**src/sv/bdr_pkg.sv**
```systemverilog
package bdr_pkg;

   localparam int unsigned TimeWidth = 32;
   localparam int unsigned CodeWidth = 8;
   localparam int unsigned MsWidth   = 16;
   localparam int unsigned RegCount  = 8;
   localparam int unsigned AddrWidth = 5;
   localparam int unsigned DataWidth = 32;

   // Glitch filter hold times, strictly exceeded before the filtered level moves
   localparam logic [TimeWidth-1:0] FILTER_HIGH_MS = 32'd20;
   localparam logic [TimeWidth-1:0] FILTER_LOW_MS  = 32'd20;

   typedef enum logic [2:0] {
      MODE_OFF      = 3'd0,
      MODE_ONE_SHOT = 3'd1,
      MODE_TWO_CODE = 3'd2,
      MODE_REPEAT   = 3'd3,
      MODE_SILENT   = 3'd4
   } mode_type;

   typedef enum logic [2:0] {
      REG_MODE          = 3'd0,
      REG_ACTIVE_HIGH   = 3'd1,
      REG_KEY_CODE      = 3'd2,
      REG_LONG_CODE     = 3'd3,
      REG_DEBOUNCE      = 3'd4,
      REG_LONG_PRESS    = 3'd5,
      REG_REPEAT_DELAY  = 3'd6,
      REG_REPEAT_PERIOD = 3'd7
   } reg_index_type;

   localparam logic [2:0]         RESET_MODE          = 3'd3;
   localparam logic               RESET_ACTIVE_HIGH   = 1'b0;
   localparam logic [CodeWidth-1:0] RESET_KEY_CODE    = 8'd0;
   localparam logic [CodeWidth-1:0] RESET_LONG_CODE   = 8'd0;
   localparam logic [MsWidth-1:0] RESET_DEBOUNCE      = 16'd50;
   localparam logic [MsWidth-1:0] RESET_LONG_PRESS    = 16'd1000;
   localparam logic [MsWidth-1:0] RESET_REPEAT_DELAY  = 16'd500;
   localparam logic [MsWidth-1:0] RESET_REPEAT_PERIOD = 16'd100;

   typedef struct packed {
      logic [2:0]           mode;
      logic                 active_high;
      logic [CodeWidth-1:0] key_code;
      logic [CodeWidth-1:0] long_code;
      logic [MsWidth-1:0]   debounce_ms;
      logic [MsWidth-1:0]   long_press_ms;
      logic [MsWidth-1:0]   repeat_delay_ms;
      logic [MsWidth-1:0]   repeat_period_ms;
   } cfg_type;

endpackage

```
**src/sv/bdr_if.sv**
```systemverilog
interface bdr_req_if;
   logic        valid;
   logic        ready;
   logic        pin_level;
   logic [31:0] now_ms;
   logic        locked;

   modport source (output valid, output pin_level, output now_ms, output locked,
                   input ready);
   modport sink   (input valid, input pin_level, input now_ms, input locked,
                   output ready);
endinterface

interface bdr_rsp_if;
   logic       valid;
   logic       ready;
   logic [7:0] event_code;
   logic       pressed;

   modport source (output valid, output event_code, output pressed, input ready);
   modport sink   (input valid, input event_code, input pressed, output ready);
endinterface

```
**src/sv/button_debounce_repeat.sv**
```systemverilog
// Pushbutton debounce with one-shot, short/long and auto-repeat key codes.
// req_ch carries one scan item: raw pin level, a wrapping millisecond
// timestamp and a lock flag. rsp_ch returns exactly one item per scan: the
// key code raised by that scan (0 for none) and the filtered pressed state.
// Both channels use valid/ready; an item moves when both are high.
// The csr_ APB port holds mode, polarity, the two codes and the four timing
// settings at byte addresses 0, 4, ..., 28; write them only while idle.
// The scan is held in the input register while the filter and code logic
// feed the result register, from which its result item is valid.
// One scan is taken every cycle while the receiver does not stall; the
// single state update per scan sits between those two registers and sets
// that rate.
// When the receiver stalls, the result register holds and req_ch.ready
// drops once the input register holds a scan, so at most one more is taken.
// Reset is synchronous and restores the register defaults and clears the
// filter and press timing state; no item is in flight afterwards.
module button_debounce_repeat (
   input  logic                          clock,
   input  logic                          reset,
   bdr_req_if.sink                       req_ch,
   bdr_rsp_if.source                     rsp_ch,
   input  logic                          csr_psel,
   input  logic                          csr_penable,
   input  logic                          csr_pwrite,
   input  logic [bdr_pkg::AddrWidth-1:0] csr_paddr,
   input  logic [bdr_pkg::DataWidth-1:0] csr_pwdata,
   output logic [bdr_pkg::DataWidth-1:0] csr_prdata,
   output logic                          csr_pready
);
   import bdr_pkg::*;

   cfg_type cfg;

   bdr_csr u_csr (
      .clock       (clock),
      .reset       (reset),
      .csr_psel    (csr_psel),
      .csr_penable (csr_penable),
      .csr_pwrite  (csr_pwrite),
      .csr_paddr   (csr_paddr),
      .csr_pwdata  (csr_pwdata),
      .csr_prdata  (csr_prdata),
      .csr_pready  (csr_pready),
      .cfg         (cfg)
   );

   bdr_core u_core (
      .clock  (clock),
      .reset  (reset),
      .cfg    (cfg),
      .req_ch (req_ch),
      .rsp_ch (rsp_ch)
   );

endmodule

```
**src/sv/bdr_csr.sv**
```systemverilog
module bdr_csr (
   input  logic                             clock,
   input  logic                             reset,
   input  logic                             csr_psel,
   input  logic                             csr_penable,
   input  logic                             csr_pwrite,
   input  logic [bdr_pkg::AddrWidth-1:0]    csr_paddr,
   input  logic [bdr_pkg::DataWidth-1:0]    csr_pwdata,
   output logic [bdr_pkg::DataWidth-1:0]    csr_prdata,
   output logic                             csr_pready,
   output bdr_pkg::cfg_type                 cfg
);
   import bdr_pkg::*;

   cfg_type       cfg_ff;
   reg_index_type reg_index;
   logic          write_strobe;

   assign reg_index    = reg_index_type'(csr_paddr[AddrWidth-1:2]);
   assign write_strobe = csr_psel && csr_penable && csr_pwrite;
   assign csr_pready   = 1'b1;
   assign cfg          = cfg_ff;

   always_ff @(posedge clock) begin
      if (reset) begin
         cfg_ff.mode             <= RESET_MODE;
         cfg_ff.active_high      <= RESET_ACTIVE_HIGH;
         cfg_ff.key_code         <= RESET_KEY_CODE;
         cfg_ff.long_code        <= RESET_LONG_CODE;
         cfg_ff.debounce_ms      <= RESET_DEBOUNCE;
         cfg_ff.long_press_ms    <= RESET_LONG_PRESS;
         cfg_ff.repeat_delay_ms  <= RESET_REPEAT_DELAY;
         cfg_ff.repeat_period_ms <= RESET_REPEAT_PERIOD;
      end else if (write_strobe) begin
         unique case (reg_index)
            REG_MODE:          cfg_ff.mode             <= csr_pwdata[2:0];
            REG_ACTIVE_HIGH:   cfg_ff.active_high      <= csr_pwdata[0];
            REG_KEY_CODE:      cfg_ff.key_code         <= csr_pwdata[CodeWidth-1:0];
            REG_LONG_CODE:     cfg_ff.long_code        <= csr_pwdata[CodeWidth-1:0];
            REG_DEBOUNCE:      cfg_ff.debounce_ms      <= csr_pwdata[MsWidth-1:0];
            REG_LONG_PRESS:    cfg_ff.long_press_ms    <= csr_pwdata[MsWidth-1:0];
            REG_REPEAT_DELAY:  cfg_ff.repeat_delay_ms  <= csr_pwdata[MsWidth-1:0];
            REG_REPEAT_PERIOD: cfg_ff.repeat_period_ms <= csr_pwdata[MsWidth-1:0];
            default:           cfg_ff.mode             <= cfg_ff.mode;
         endcase
      end
   end

   always_comb begin
      unique case (reg_index)
         REG_MODE:          csr_prdata = {29'd0, cfg_ff.mode};
         REG_ACTIVE_HIGH:   csr_prdata = {31'd0, cfg_ff.active_high};
         REG_KEY_CODE:      csr_prdata = {24'd0, cfg_ff.key_code};
         REG_LONG_CODE:     csr_prdata = {24'd0, cfg_ff.long_code};
         REG_DEBOUNCE:      csr_prdata = {16'd0, cfg_ff.debounce_ms};
         REG_LONG_PRESS:    csr_prdata = {16'd0, cfg_ff.long_press_ms};
         REG_REPEAT_DELAY:  csr_prdata = {16'd0, cfg_ff.repeat_delay_ms};
         REG_REPEAT_PERIOD: csr_prdata = {16'd0, cfg_ff.repeat_period_ms};
         default:           csr_prdata = '0;
      endcase
   end

endmodule

```
**src/sv/bdr_core.sv**
```systemverilog
module bdr_core (
   input  logic             clock,
   input  logic             reset,
   input  bdr_pkg::cfg_type cfg,
   bdr_req_if.sink          req_ch,
   bdr_rsp_if.source        rsp_ch
);
   import bdr_pkg::*;

   // input register
   logic                 in_valid_ff, in_valid_in;
   logic                 pin_ff;
   logic [TimeWidth-1:0] now_ff;
   logic                 locked_ff;

   // result register
   logic                 out_valid_ff, out_valid_in;
   logic [CodeWidth-1:0] code_ff, code_in;
   logic                 pressed_ff;

   // scan state
   logic                 last_level_ff, last_level_in;
   logic [TimeWidth-1:0] last_change_ff, last_change_in;
   logic                 filtered_ff, filtered_in;
   logic [TimeWidth-1:0] press_start_ff, press_start_in;
   logic                 press_valid_ff, press_valid_in;
   logic                 emitted_ff, emitted_in;

   logic                 req_take;
   logic                 advance;
   logic                 level;
   logic [TimeWidth-1:0] since_change;
   logic [TimeWidth-1:0] held;
   logic [TimeWidth-1:0] repeat_limit;
   mode_type             mode_eff;

   assign advance      = in_valid_ff && (!out_valid_ff || rsp_ch.ready);
   assign req_ch.ready = !in_valid_ff || advance;
   assign req_take     = req_ch.valid && req_ch.ready;
   assign in_valid_in  = req_take || (in_valid_ff && !advance);
   assign out_valid_in = advance || (out_valid_ff && !rsp_ch.ready);

   assign rsp_ch.valid      = out_valid_ff;
   assign rsp_ch.event_code = code_ff;
   assign rsp_ch.pressed    = pressed_ff;

   assign level        = pin_ff ^ ~cfg.active_high;
   assign since_change = now_ff - last_change_ff;
   assign repeat_limit = {16'd0, cfg.debounce_ms} + {16'd0, cfg.repeat_delay_ms};
   assign mode_eff     = (cfg.mode > MODE_SILENT) ? MODE_ONE_SHOT : mode_type'(cfg.mode);

   always_comb begin
      last_level_in  = last_level_ff;
      last_change_in = last_change_ff;
      filtered_in    = filtered_ff;
      press_start_in = press_start_ff;
      press_valid_in = press_valid_ff;
      emitted_in     = emitted_ff;
      code_in        = '0;
      held           = '0;

      if (locked_ff) begin
         // drop press timing and the last raw level, keep the filtered level
         press_start_in = '0;
         press_valid_in = 1'b0;
         last_level_in  = 1'b0;
      end else begin
         if (last_level_ff != level) begin
            last_level_in  = level;
            last_change_in = now_ff;
         end else if (level) begin
            if (since_change > FILTER_HIGH_MS) begin
               if (!filtered_ff) begin
                  press_start_in = last_change_ff;
                  press_valid_in = 1'b1;
               end
               filtered_in = 1'b1;
            end
         end else begin
            if (!filtered_ff && press_valid_ff) begin
               press_start_in = '0;
               press_valid_in = 1'b0;
            end else if (since_change > FILTER_LOW_MS) begin
               filtered_in = 1'b0;
            end
         end

         if (press_valid_in) begin
            held = now_ff - press_start_in;
         end

         unique case (mode_eff)
            MODE_ONE_SHOT: begin
               if (filtered_in) begin
                  if (held >= {16'd0, cfg.debounce_ms} && !emitted_ff) begin
                     code_in    = cfg.key_code;
                     emitted_in = 1'b1;
                  end
               end else begin
                  emitted_in = 1'b0;
               end
            end
            MODE_TWO_CODE: begin
               if (filtered_in) begin
                  if (held > {16'd0, cfg.long_press_ms} && !emitted_ff) begin
                     code_in    = cfg.long_code;
                     emitted_in = 1'b1;
                  end
               end else begin
                  if (held > {16'd0, cfg.debounce_ms} && held < {16'd0, cfg.long_press_ms}) begin
                     code_in = cfg.key_code;
                  end
                  emitted_in = 1'b0;
               end
            end
            MODE_REPEAT: begin
               if (filtered_in) begin
                  if (held >= {16'd0, cfg.debounce_ms} && !emitted_ff) begin
                     code_in    = cfg.key_code;
                     emitted_in = 1'b1;
                  end else if (held > repeat_limit) begin
                     // emit the key code, re-arm and push the press start on by one period
                     emitted_in     = 1'b0;
                     code_in        = cfg.key_code;
                     press_start_in = press_start_in + {16'd0, cfg.repeat_period_ms};
                  end
               end else begin
                  emitted_in = 1'b0;
               end
            end
            default: begin
               code_in = '0;
            end
         endcase
      end
   end

   always_ff @(posedge clock) begin
      if (reset) begin
         in_valid_ff    <= 1'b0;
         out_valid_ff   <= 1'b0;
         last_level_ff  <= 1'b0;
         last_change_ff <= '0;
         filtered_ff    <= 1'b0;
         press_start_ff <= '0;
         press_valid_ff <= 1'b0;
         emitted_ff     <= 1'b0;
      end else begin
         in_valid_ff  <= in_valid_in;
         out_valid_ff <= out_valid_in;
         if (advance) begin
            last_level_ff  <= last_level_in;
            last_change_ff <= last_change_in;
            filtered_ff    <= filtered_in;
            press_start_ff <= press_start_in;
            press_valid_ff <= press_valid_in;
            emitted_ff     <= emitted_in;
         end
      end
   end

   always_ff @(posedge clock) begin
      if (req_take) begin
         pin_ff    <= req_ch.pin_level;
         now_ff    <= req_ch.now_ms;
         locked_ff <= req_ch.locked;
      end
      if (advance) begin
         code_ff    <= code_in;
         pressed_ff <= filtered_in;
      end
   end

endmodule
```
**src/flat_wrapper.sv**
```systemverilog
// flat-port wrapper written by rule: the top's interface ports become plain ports
module button_debounce_repeat_flat import bdr_pkg::*;
  (clock, reset, csr_psel, csr_penable, csr_pwrite, csr_paddr, csr_pwdata, csr_prdata, csr_pready, req_ch_valid, req_ch_pin_level, req_ch_now_ms, req_ch_locked, req_ch_ready, rsp_ch_valid, rsp_ch_event_code, rsp_ch_pressed, rsp_ch_ready);
  bdr_req_if req_ch_i ();
  bdr_rsp_if rsp_ch_i ();
  input  logic clock;
  input  logic reset;
  input  logic csr_psel;
  input  logic csr_penable;
  input  logic csr_pwrite;
  input  logic [bdr_pkg::AddrWidth-1:0] csr_paddr;
  input  logic [bdr_pkg::DataWidth-1:0] csr_pwdata;
  output logic [bdr_pkg::DataWidth-1:0] csr_prdata;
  output logic csr_pready;
  input wire logic [$bits(req_ch_i.valid)-1:0] req_ch_valid;
  input wire logic [$bits(req_ch_i.pin_level)-1:0] req_ch_pin_level;
  input wire logic [$bits(req_ch_i.now_ms)-1:0] req_ch_now_ms;
  input wire logic [$bits(req_ch_i.locked)-1:0] req_ch_locked;
  output wire logic [$bits(req_ch_i.ready)-1:0] req_ch_ready;
  output wire logic [$bits(rsp_ch_i.valid)-1:0] rsp_ch_valid;
  output wire logic [$bits(rsp_ch_i.event_code)-1:0] rsp_ch_event_code;
  output wire logic [$bits(rsp_ch_i.pressed)-1:0] rsp_ch_pressed;
  input wire logic [$bits(rsp_ch_i.ready)-1:0] rsp_ch_ready;
  assign req_ch_i.valid = req_ch_valid;
  assign req_ch_i.pin_level = req_ch_pin_level;
  assign req_ch_i.now_ms = req_ch_now_ms;
  assign req_ch_i.locked = req_ch_locked;
  assign req_ch_ready = req_ch_i.ready;
  assign rsp_ch_valid = rsp_ch_i.valid;
  assign rsp_ch_event_code = rsp_ch_i.event_code;
  assign rsp_ch_pressed = rsp_ch_i.pressed;
  assign rsp_ch_i.ready = rsp_ch_ready;
  button_debounce_repeat u_core (.clock(clock), .reset(reset), .req_ch(req_ch_i), .rsp_ch(rsp_ch_i), .csr_psel(csr_psel), .csr_penable(csr_penable), .csr_pwrite(csr_pwrite), .csr_paddr(csr_paddr), .csr_pwdata(csr_pwdata), .csr_prdata(csr_prdata), .csr_pready(csr_pready));
endmodule
```
**config.mk**
```make
export PLATFORM = sky130hd
export DESIGN_NAME = button_debounce_repeat_flat
export DESIGN_NICKNAME = d
export VERILOG_FILES = /design/src/sv/bdr_pkg.sv /design/src/sv/bdr_if.sv /design/src/sv/button_debounce_repeat.sv /design/src/sv/bdr_csr.sv /design/src/sv/bdr_core.sv /design/src/flat_wrapper.sv
export SDC_FILE = /design/constraint.sdc
export NUM_CORES = 1
export LEC_CHECK = 0
export ABC_CLOCK_PERIOD_IN_PS = 10200
export BUFFER_PORTS_ARGS = -buffer_cell sky130_fd_sc_hd__buf_2
export CAP_MARGIN = 25
export CELL_PAD_IN_SITES_DETAIL_PLACEMENT = 1
export CELL_PAD_IN_SITES_GLOBAL_PLACEMENT = 1
export CORE_MARGIN = 10
export CORE_UTILIZATION = 47
export CTS_BUF_LIST = sky130_fd_sc_hd__clkbuf_4 sky130_fd_sc_hd__clkbuf_8
export DETAILED_ROUTE_END_ITERATION = 6
export PLACE_DENSITY_LB_ADDON = 0.1
export SYNTH_ARGS = -nofsm -noshare
export SYNTH_HDL_FRONTEND = slang
export SYNTH_SLANG_ARGS = --single-unit
```
**constraint.sdc**
```tcl
create_clock -name clock -period 10.2 [get_ports clock]
set_input_delay 2.04 -clock clock [delete_from_list [all_inputs] [get_ports clock]]
set_output_delay 2.04 -clock clock [all_outputs]
set_load 0.05 [all_outputs]
```
# After elaboration in Yosys (flattened, before gate mapping)
# Index checks and enable logic that the tools add are counted.
totals:
  register_bits: 197
  in_bits: 78
classes:
  addsub: 4
  order_cmp: 7
  n_eq_ne: 14
  muxes: 48
  n_bitwise: 3
  reduce_logical: 34
op_table:
  columns: ["cell", "n"]
  rows:
  - ["$mux 32", 13]
  - ["$pmux 32 s8", 1]
  - ["$gt 32x16->1", 2]
  - ["$mux 8", 8]
  - ["$sub 32x32->32", 2]
  - ["$add 32x16->32", 1]
  - ["$ge 32x16->1", 1]
  - ["$gt 32x17->1", 1]
  - ["$gt 32x5->1 const B", 1]
  - ["$lt 32x16->1", 1]
  - ["$pmux 8 s3", 1]
  - ["$mux 1", 23]
  - ["$reduce_and 2->1", 9]
  - ["$add 16x16->17", 1]
  - ["$eq 3x2->1 const B", 4]
  - ["$eq 3x3->1 const B", 4]
  - ["$logic_and 1x1->1", 10]
  - ["$eq 3x1->1 const B", 2]
  - ["$logic_not 1->1", 6]
  - ["$ne 3x3->1 const B", 2]
  - ["$reduce_and 6->1", 1]
  - ["$logic_or 1x1->1", 4]
  - ["$ne 4x4->1 const B", 1]
  - ["$gt 3x3->1 const B", 1]
  - ["other kinds (9)", 10]

# Longest topological paths before layout
depth:
  depth_word: 15
  depth_mapped: 43
  ltp_nobuf: 38

# Cells and area by module
# A second synthesis with hierarchy kept.
unflattened:
  hier_cells: 1924
  hier_area_um2: 15974.1
by_module_without_submodules:
  columns: ["module", "instances", "cells_each", "area_per_inst_um2", "seq_area_each_um2"]
  rows:
  - ["bdr_core", 1, 1500, 11707.5, 2692.6]
  - ["bdr_csr", 1, 424, 4266.6, 1681.6]

# Worst setup path after synthesis
# Ideal clock, no wire load.
synth_path:
  path_kind: "register to register"
  startpoint: "register u_core.u_core.now_ff[16]"
  endpoint: "register u_core.u_core.press_start_ff[31]"
  setup_time_ps: 117
  arrival_ps: 8940
  required_ps: 10083
  setup_slack_ps: 1142
  path_stages_with_launch: 40
  path_cell_list: "edfxtp_1 > ha_1 > buf_2 > nand2_1 > or4_1 > a2111oi_1 > nor2_1 > mux2i_1 > or4_4 > nor4b_2 > clkbuf_1 > nor3_1 > clkbuf_1 > clkbuf_1 > o21ai_0 > ha_1 > inv_1 > fa_1 > [4 not listed] > a41o_1 > a21oi_1 > xnor2_1 > and2_1 > ha_1 > and4_1 > nand4_1 > o22ai_1 > a21oi_1 > a21oi_1 > nand2_1 > and4bb_1 > or4_1 > buf_2 > nor4b_4 > buf_6 > nand4_1 > a32o_1"
synth_between:
  elab_chain_cells: 15
synth_lines:
  columns: ["element", "line", "text"]
  rows:
  - ["from (decl)", "bdr_core.sv:13", "logic [TimeWidth-1:0] now_ff;"]
  - ["from (signal assigned)", "bdr_core.sv:165", "now_ff <= req_ch.now_ms;"]
  - ["$sub 32x32->32", "bdr_core.sv:48", "assign since_change = now_ff - last_change_ff;"]
  - ["$gt 32x5->1", "bdr_core.sv:72, bdr_core.sv:83", null]
  - ["$mux 32", "bdr_core.sv:72", "if (since_change > FILTER_HIGH_MS) begin"]
  - ["$mux 32", "bdr_core.sv:71", "end else if (level) begin"]
  - ["$mux 32", "bdr_core.sv:68", "if (last_level_ff != level) begin"]
  - ["$mux 32", "bdr_core.sv:62", "if (locked_ff) begin"]
  - ["$sub 32x32->32", "bdr_core.sv:89", "held = now_ff - press_start_in;"]
  - ["$mux 32", "bdr_core.sv:88", "if (press_valid_in) begin"]
  - ["$mux 32", "bdr_core.sv:62", null]
  - ["$gt 32x17->1 / $ge 32x16->1 (equally long branches)", "bdr_core.sv:121, bdr_core.sv:118", null]
  - ["$mux 32 / $logic_and 1x1->1 (equally long branches)", "bdr_core.sv:121, bdr_core.sv:118", null]
  - ["$mux 32", "bdr_core.sv:118", "if (held >= {16'd0, cfg.debounce_ms} && !emitted_ff) begin"]
  - ["$mux 32", "bdr_core.sv:117", "if (filtered_in) begin"]
  - ["$mux 32 (*)", "bdr_core.sv:92", "unique case (mode_eff)"]
  - ["$mux 32 (*)", "bdr_core.sv:62", null]
  - ["to (signal assigned)", "bdr_core.sv:155", "press_start_ff <= press_start_in;"]
  - ["to (decl)", "bdr_core.sv:25", "logic [TimeWidth-1:0] press_start_ff, press_start_in;"]
# Every way passes the cells marked *; elsewhere a longest branch is shown, timed or not. The select of a mux whose other input is x is not followed.
# A chain may end at the register's enable or synchronous reset.

# Worst setup path after layout
layout_path:
  startpoint: "register u_core.u_core.now_ff[16]"
  endpoint: "register u_core.u_core.press_start_ff[20]"
# The elaborated chain is that of the path after synthesis.

==> impl.org <==
** Outcome
- Result of the run :: completed

** Global route
- Most crowded layer after global routing :: met2
- Via count of the first global-routing pass :: 16300
- Fraction of met1 tracks used by global routing :: 0.330
- The initial antenna violation count came to 0.
- For this run, global-route usage on met2 was measured as 0.488.
- GRT Residual Overflow :: 0
- Entering global routing, the biggest net connects 78 pins.
- The first global-routing pass estimated between 90 and 100 mm of wire.
- Global Route Usage Sum :: 0.273
- Met3 usage in global routing :: 0.0372

** STA
- Setup violations, final :: 0
- Final Hold Violating Endpoints :: 0
- Highest achievable clock rate :: 0.105 GHz
- At the pin with the least slew margin, the transition time is 1020 ps.
- The worst pin sits at a relative slew slack of 0.318.
- Final total negative setup slack :: 0 ps
- Clock skew on the completed layout was measured at 19.1 ps.
- Final slew viol count :: 0
- The worst path in the final design needs a cycle of about 9500 ps, including I/O delays and setup.
- Dividing the final minimum period by the clock period gives 0.936.
- RSZ-0062 raised after global routing :: false
- Final worst slack :: 652 ps

** Power and ir drop
- Total internal power :: 1.19 mW
- Power dissipated by switching net loads :: 0.620 mW
- Worst-case vdd ir drop :: 0.0995 mV
- The share of total power dissipated in the clock network is 0.312.
- Of the total power, the share spent switching nets is 0.343.
- Power per cell area :: 103 nW/µm²
- The share of total power dissipated in combinational logic is 0.227.
- Sequential share of power :: 0.461
- Leakage power total :: 6.81 nW

** Clocking
- In this run, post-CTS hold repair placed 0 buffers.
- After clock tree synthesis, the clock-pin slew on the worst setup and hold paths is 110 ps.
- In this run the deepest clock path goes through 2 buffers.
- Clock tree synthesis selected as its root buffer the cell sky130_fd_sc_hd__clkbuf_8.
- The H-tree generated during clock tree synthesis spans 4 levels.
- Clk_lat worst skew :: 520 ps
- TritonCTS built the clock tree.
- The clock net in this run drives a total of 197 sinks.
- Inserted Clock Buffers :: 17

** Final layout
- At the end of the flow, the number of nets in the layout was 2362.
- Share of post-route cells with drive strength above 1 :: 0.116
- Final core utilization :: 0.523
- Synth-to-Final Area Change :: 9.83%
- Diodes inserted :: 0
- After routing the design area is 17600 µm².

** Hold path
- Worst hold path class :: reg -> reg
- Hold Crit Start :: u_core.u_core.press_start_ff[0]$_SDFFE_PP0P_

** Worst setup path
- Among cell families on the critical path, the largest total delay comes from simple AND/OR/NAND/NOR gates.
- Max stage delay cell, worst path :: sky130_fd_sc_hd__or4_1
- CP max stage delay :: about 710 ps
- The worst register-to-register path begins at u_core.u_core.now_ff[16]$_DFFE_PP_.
- Launch point of the critical path :: u_core.u_core.now_ff[16]$_DFFE_PP_
- Worst Path Class, Setup :: reg -> reg
- Arr. time, crit path :: 9970 ps
- Crit path capture type :: register
- Dominant cell type by count on the critical path :: sky130_fd_sc_hd__buf_4
- Maximum net fanout on the critical path :: 9
- Required time reported for the critical path endpoint :: 10620 ps
- The critical path contains buffers and inverters numbering 5 combined.
- Startpoint Class :: register

** Routing
- The routed layout has between 15000 and 20000 vias.
- The detail route stage leaves a number of antenna-violating nets equal to 0.
- In the final routed layout, each cell accounts on average for 22.1 µm.
- For this run, design rule violations remaining after detail routing come to 0.
- Count of routing violations after the opening detailed-route iteration :: 838
- Routed vias/inst :: between 6 and 7
- The pre-antenna-repair detailed-routing pass consisted of 5 iterations.
- Total wire length after detailed routing :: 57.5 mm

** Yosys
- Number of different library cells in the post-synthesis netlist :: 99
- Of the total synthesized cell area, the portion taken by XOR and XNOR cells is 0.0307.
- Share of synthesized area spent on multiplexers :: 0.0439
- Area share of fa/ha/maj cells after synthesis :: 0.117
- The mapped netlist covers 16000 µm².
- For this run, the register share of the synthesized area comes to 0.274.
- Largest family of logic cells by synthesized area :: compound AO/OA/AOI/OAI gates
- Post-synthesis compound-gate area fraction :: 0.245
- Register bit total from synthesis :: 197
- Basic-gate share of the synthesized area counting and, or, nand and nor cells :: 0.224
- In this run the mean area of a mapped cell was 7.75 µm².
- Yosys mapped a number of flops with a built-in enable equal to 43.
- Synthesis produced 2061 cells.
- Total of warnings raised by yosys :: 0
- After synthesis, the share of flip-flops with an asynchronous set or reset is 0.
- Top FF cell, synth :: sky130_fd_sc_hd__dfxtp_1

** Die
- The die covers 41800 µm².
- Initial core utilization :: 0.477
- Die boundary width :: between 200 and 250 µm
- Core region area :: 33500 µm²
- Number of top-level pins :: ~120
- Die Height :: between 200 and 250 µm
- Row generation in the floorplan step produced 67 rows.

** Placement
- Buffers placed on the I/O ports in this run total 86.
- In this run the cell area measured after placement is about 17000 µm².
- Routability-driven placement finished with a final weighted congestion of between 0.9 and 1.
- Pre-CTS setup slack :: 245 ps
- Once detailed placement completed, the half-perimeter wirelength came to 46.1 mm.

** Run
- Reported max-cap violation count :: 0
==> cell families after synthesis <==
logic type,Yosys count
compound gates,602
xor+xnor,56
fa+ha+maj,147
buf+inv,251
flops,197
mux,58
other cells,2
simple gates,748
==> synth_stat cells, types with 16 or more instances <==
cell type | number | area share
sky130_fd_sc_hd__a211oi_1 | 17 | 0.0080
sky130_fd_sc_hd__a21o_1 | 35 | 0.016
sky130_fd_sc_hd__a21oi_1 | 209 | 0.065
sky130_fd_sc_hd__and2_1 | 17 | 0.0067
sky130_fd_sc_hd__and3_1 | 16 | 0.0063
sky130_fd_sc_hd__buf_4 | 20 | 0.0094
sky130_fd_sc_hd__clkbuf_1 | 84 | 0.020
sky130_fd_sc_hd__dfxtp_1 | 154 | 0.19
sky130_fd_sc_hd__edfxtp_1 | 43 | 0.081
sky130_fd_sc_hd__ha_1 | 143 | 0.11
sky130_fd_sc_hd__inv_1 | 136 | 0.032
sky130_fd_sc_hd__mux2i_1 | 42 | 0.026
sky130_fd_sc_hd__nand2_1 | 337 | 0.079
sky130_fd_sc_hd__nand2b_1 | 23 | 0.0090
sky130_fd_sc_hd__nand3_1 | 47 | 0.015
sky130_fd_sc_hd__nand4_1 | 45 | 0.018
sky130_fd_sc_hd__nor2_1 | 127 | 0.030
sky130_fd_sc_hd__nor3_1 | 36 | 0.011
sky130_fd_sc_hd__o211ai_1 | 19 | 0.0089
sky130_fd_sc_hd__o21a_1 | 21 | 0.0099
sky130_fd_sc_hd__o21ai_0 | 89 | 0.028
sky130_fd_sc_hd__o21ai_1 | 25 | 0.0078
sky130_fd_sc_hd__o21bai_1 | 21 | 0.0099
sky130_fd_sc_hd__or3_1 | 17 | 0.0067
sky130_fd_sc_hd__xnor2_1 | 35 | 0.019
sky130_fd_sc_hd__xor2_1 | 21 | 0.012
==> worst paths after layout <==
kind                                                                 endpoint  slack, ps  depth (start not counted)
worst min register to register   u_core.u_core.press_start_ff[0]$_SDFFE_PP0P_        460                          2
worst max register to register  u_core.u_core.press_start_ff[20]$_SDFFE_PP0P_        650                         36
worst max-delay path            u_core.u_core.press_start_ff[20]$_SDFFE_PP0P_        650                         36
worst min-delay path             u_core.u_core.press_start_ff[0]$_SDFFE_PP0P_        460                          2
==> layout by cell type, fill, tap and decap left out, drive strengths merged, types with 13 or more instances in the layout <==
| master | n |
|---|---|
| ha | 143 |
| dfxtp | 154 |
| nand2 | 337 |
| a211oi | 18 |
| xor2 | 21 |
| xnor2 | 35 |
| nand3 | 47 |
| o31ai | 14 |
| o21ai | 114 |
| nand3b | 13 |
| o21a | 22 |
| or3 | 17 |
| and3 | 16 |
| inv | 143 |
| nand2b | 23 |
| a21o | 35 |
| buf | 156 |
| edfxtp | 43 |
| a31oi | 14 |
| o21bai | 21 |
| a211o | 15 |
| nor3 | 37 |
| nor2 | 128 |
| and2 | 17 |
| mux2i | 42 |
| conb | 17 |
| o211ai | 19 |
| clkbuf | 20 |
| nand4 | 46 |
| a21oi | 211 |
==> cell type report <==
cell class,instances,area (µm²)
clock buffer,20,269
inverter,137,514
timing repair buffer,156,971
sequential,197,4370
clock inverter,11,138
fill,4182,16000
multi-input combinational,1628,10700
tap,448,561
==> state kept, by name, summed over array words and instances, names as in the netlist <==
register and flops:
u_core.u_core.in_valid_ff 1, u_core.u_core.pin_ff 1, u_core.u_csr.cfg 84, u_core.u_core.emitted_ff 1, u_core.u_core.locked_ff 1, u_core.u_core.filtered_ff 1, u_core.u_core.rsp_ch.event_code 8, u_core.u_core.now_ff 32
u_core.u_core.last_change_ff 32, u_core.u_core.press_valid_ff 1, u_core.u_core.rsp_ch.pressed 1, u_core.u_core.rsp_ch.valid 1, u_core.u_core.last_level_ff 1, u_core.u_core.press_start_ff 32
==> metal layers <==
layer | up-vias | share of wire
li1 | 7575 | -
met1 | 7836 | 0.43
met2 | 353 | 0.50
met4 | 0 | 0.026
met3 | 77 | 0.038
met5 | - | 0
==> worst reg2reg max path, delay by kind of cell (launching register included) <==
kind | cells | cell delay [ps]
multiplexers | 1 | 140
adder cells (fa/ha/maj) | 3 | 1310
buffers and inverters | 5 | 890
flip-flops | 1 | 500
AO/OA/AOI/OAI | 14 | 3140
AND/OR/NAND/NOR | 12 | 3130
XOR/XNOR | 1 | 300
==> timing repair <==
action / 4_1_cts / 5_1_grt
buffers inserted: 0 / 1
resized for setup: 0 / 19
endpoints found under the setup margin: 0 / 41
==> through the flow <==
stage,instances,power [mW],hold WS (ps)
6_report,2597,1.81,455
5_1_grt,2597,1.88,484
4_1_cts,2596,1.81,458
3_5_place_dp,2565,1.25,442
3_3_place_gp,2563,1.24,436
2_1_floorplan,2076,1.12,427
==> power groups by stage <==
stage               sequential (mW)  combinational, mW  clock [mW]
floorplan                     0.847              0.271           0
global placement              0.851              0.390           0
detailed placement            0.851              0.399           0
CTS                           0.834              0.402       0.572
global route                  0.836              0.448       0.597
finish                        0.834              0.411       0.564
No activity file was read; power rests on OpenSTA's default activity.
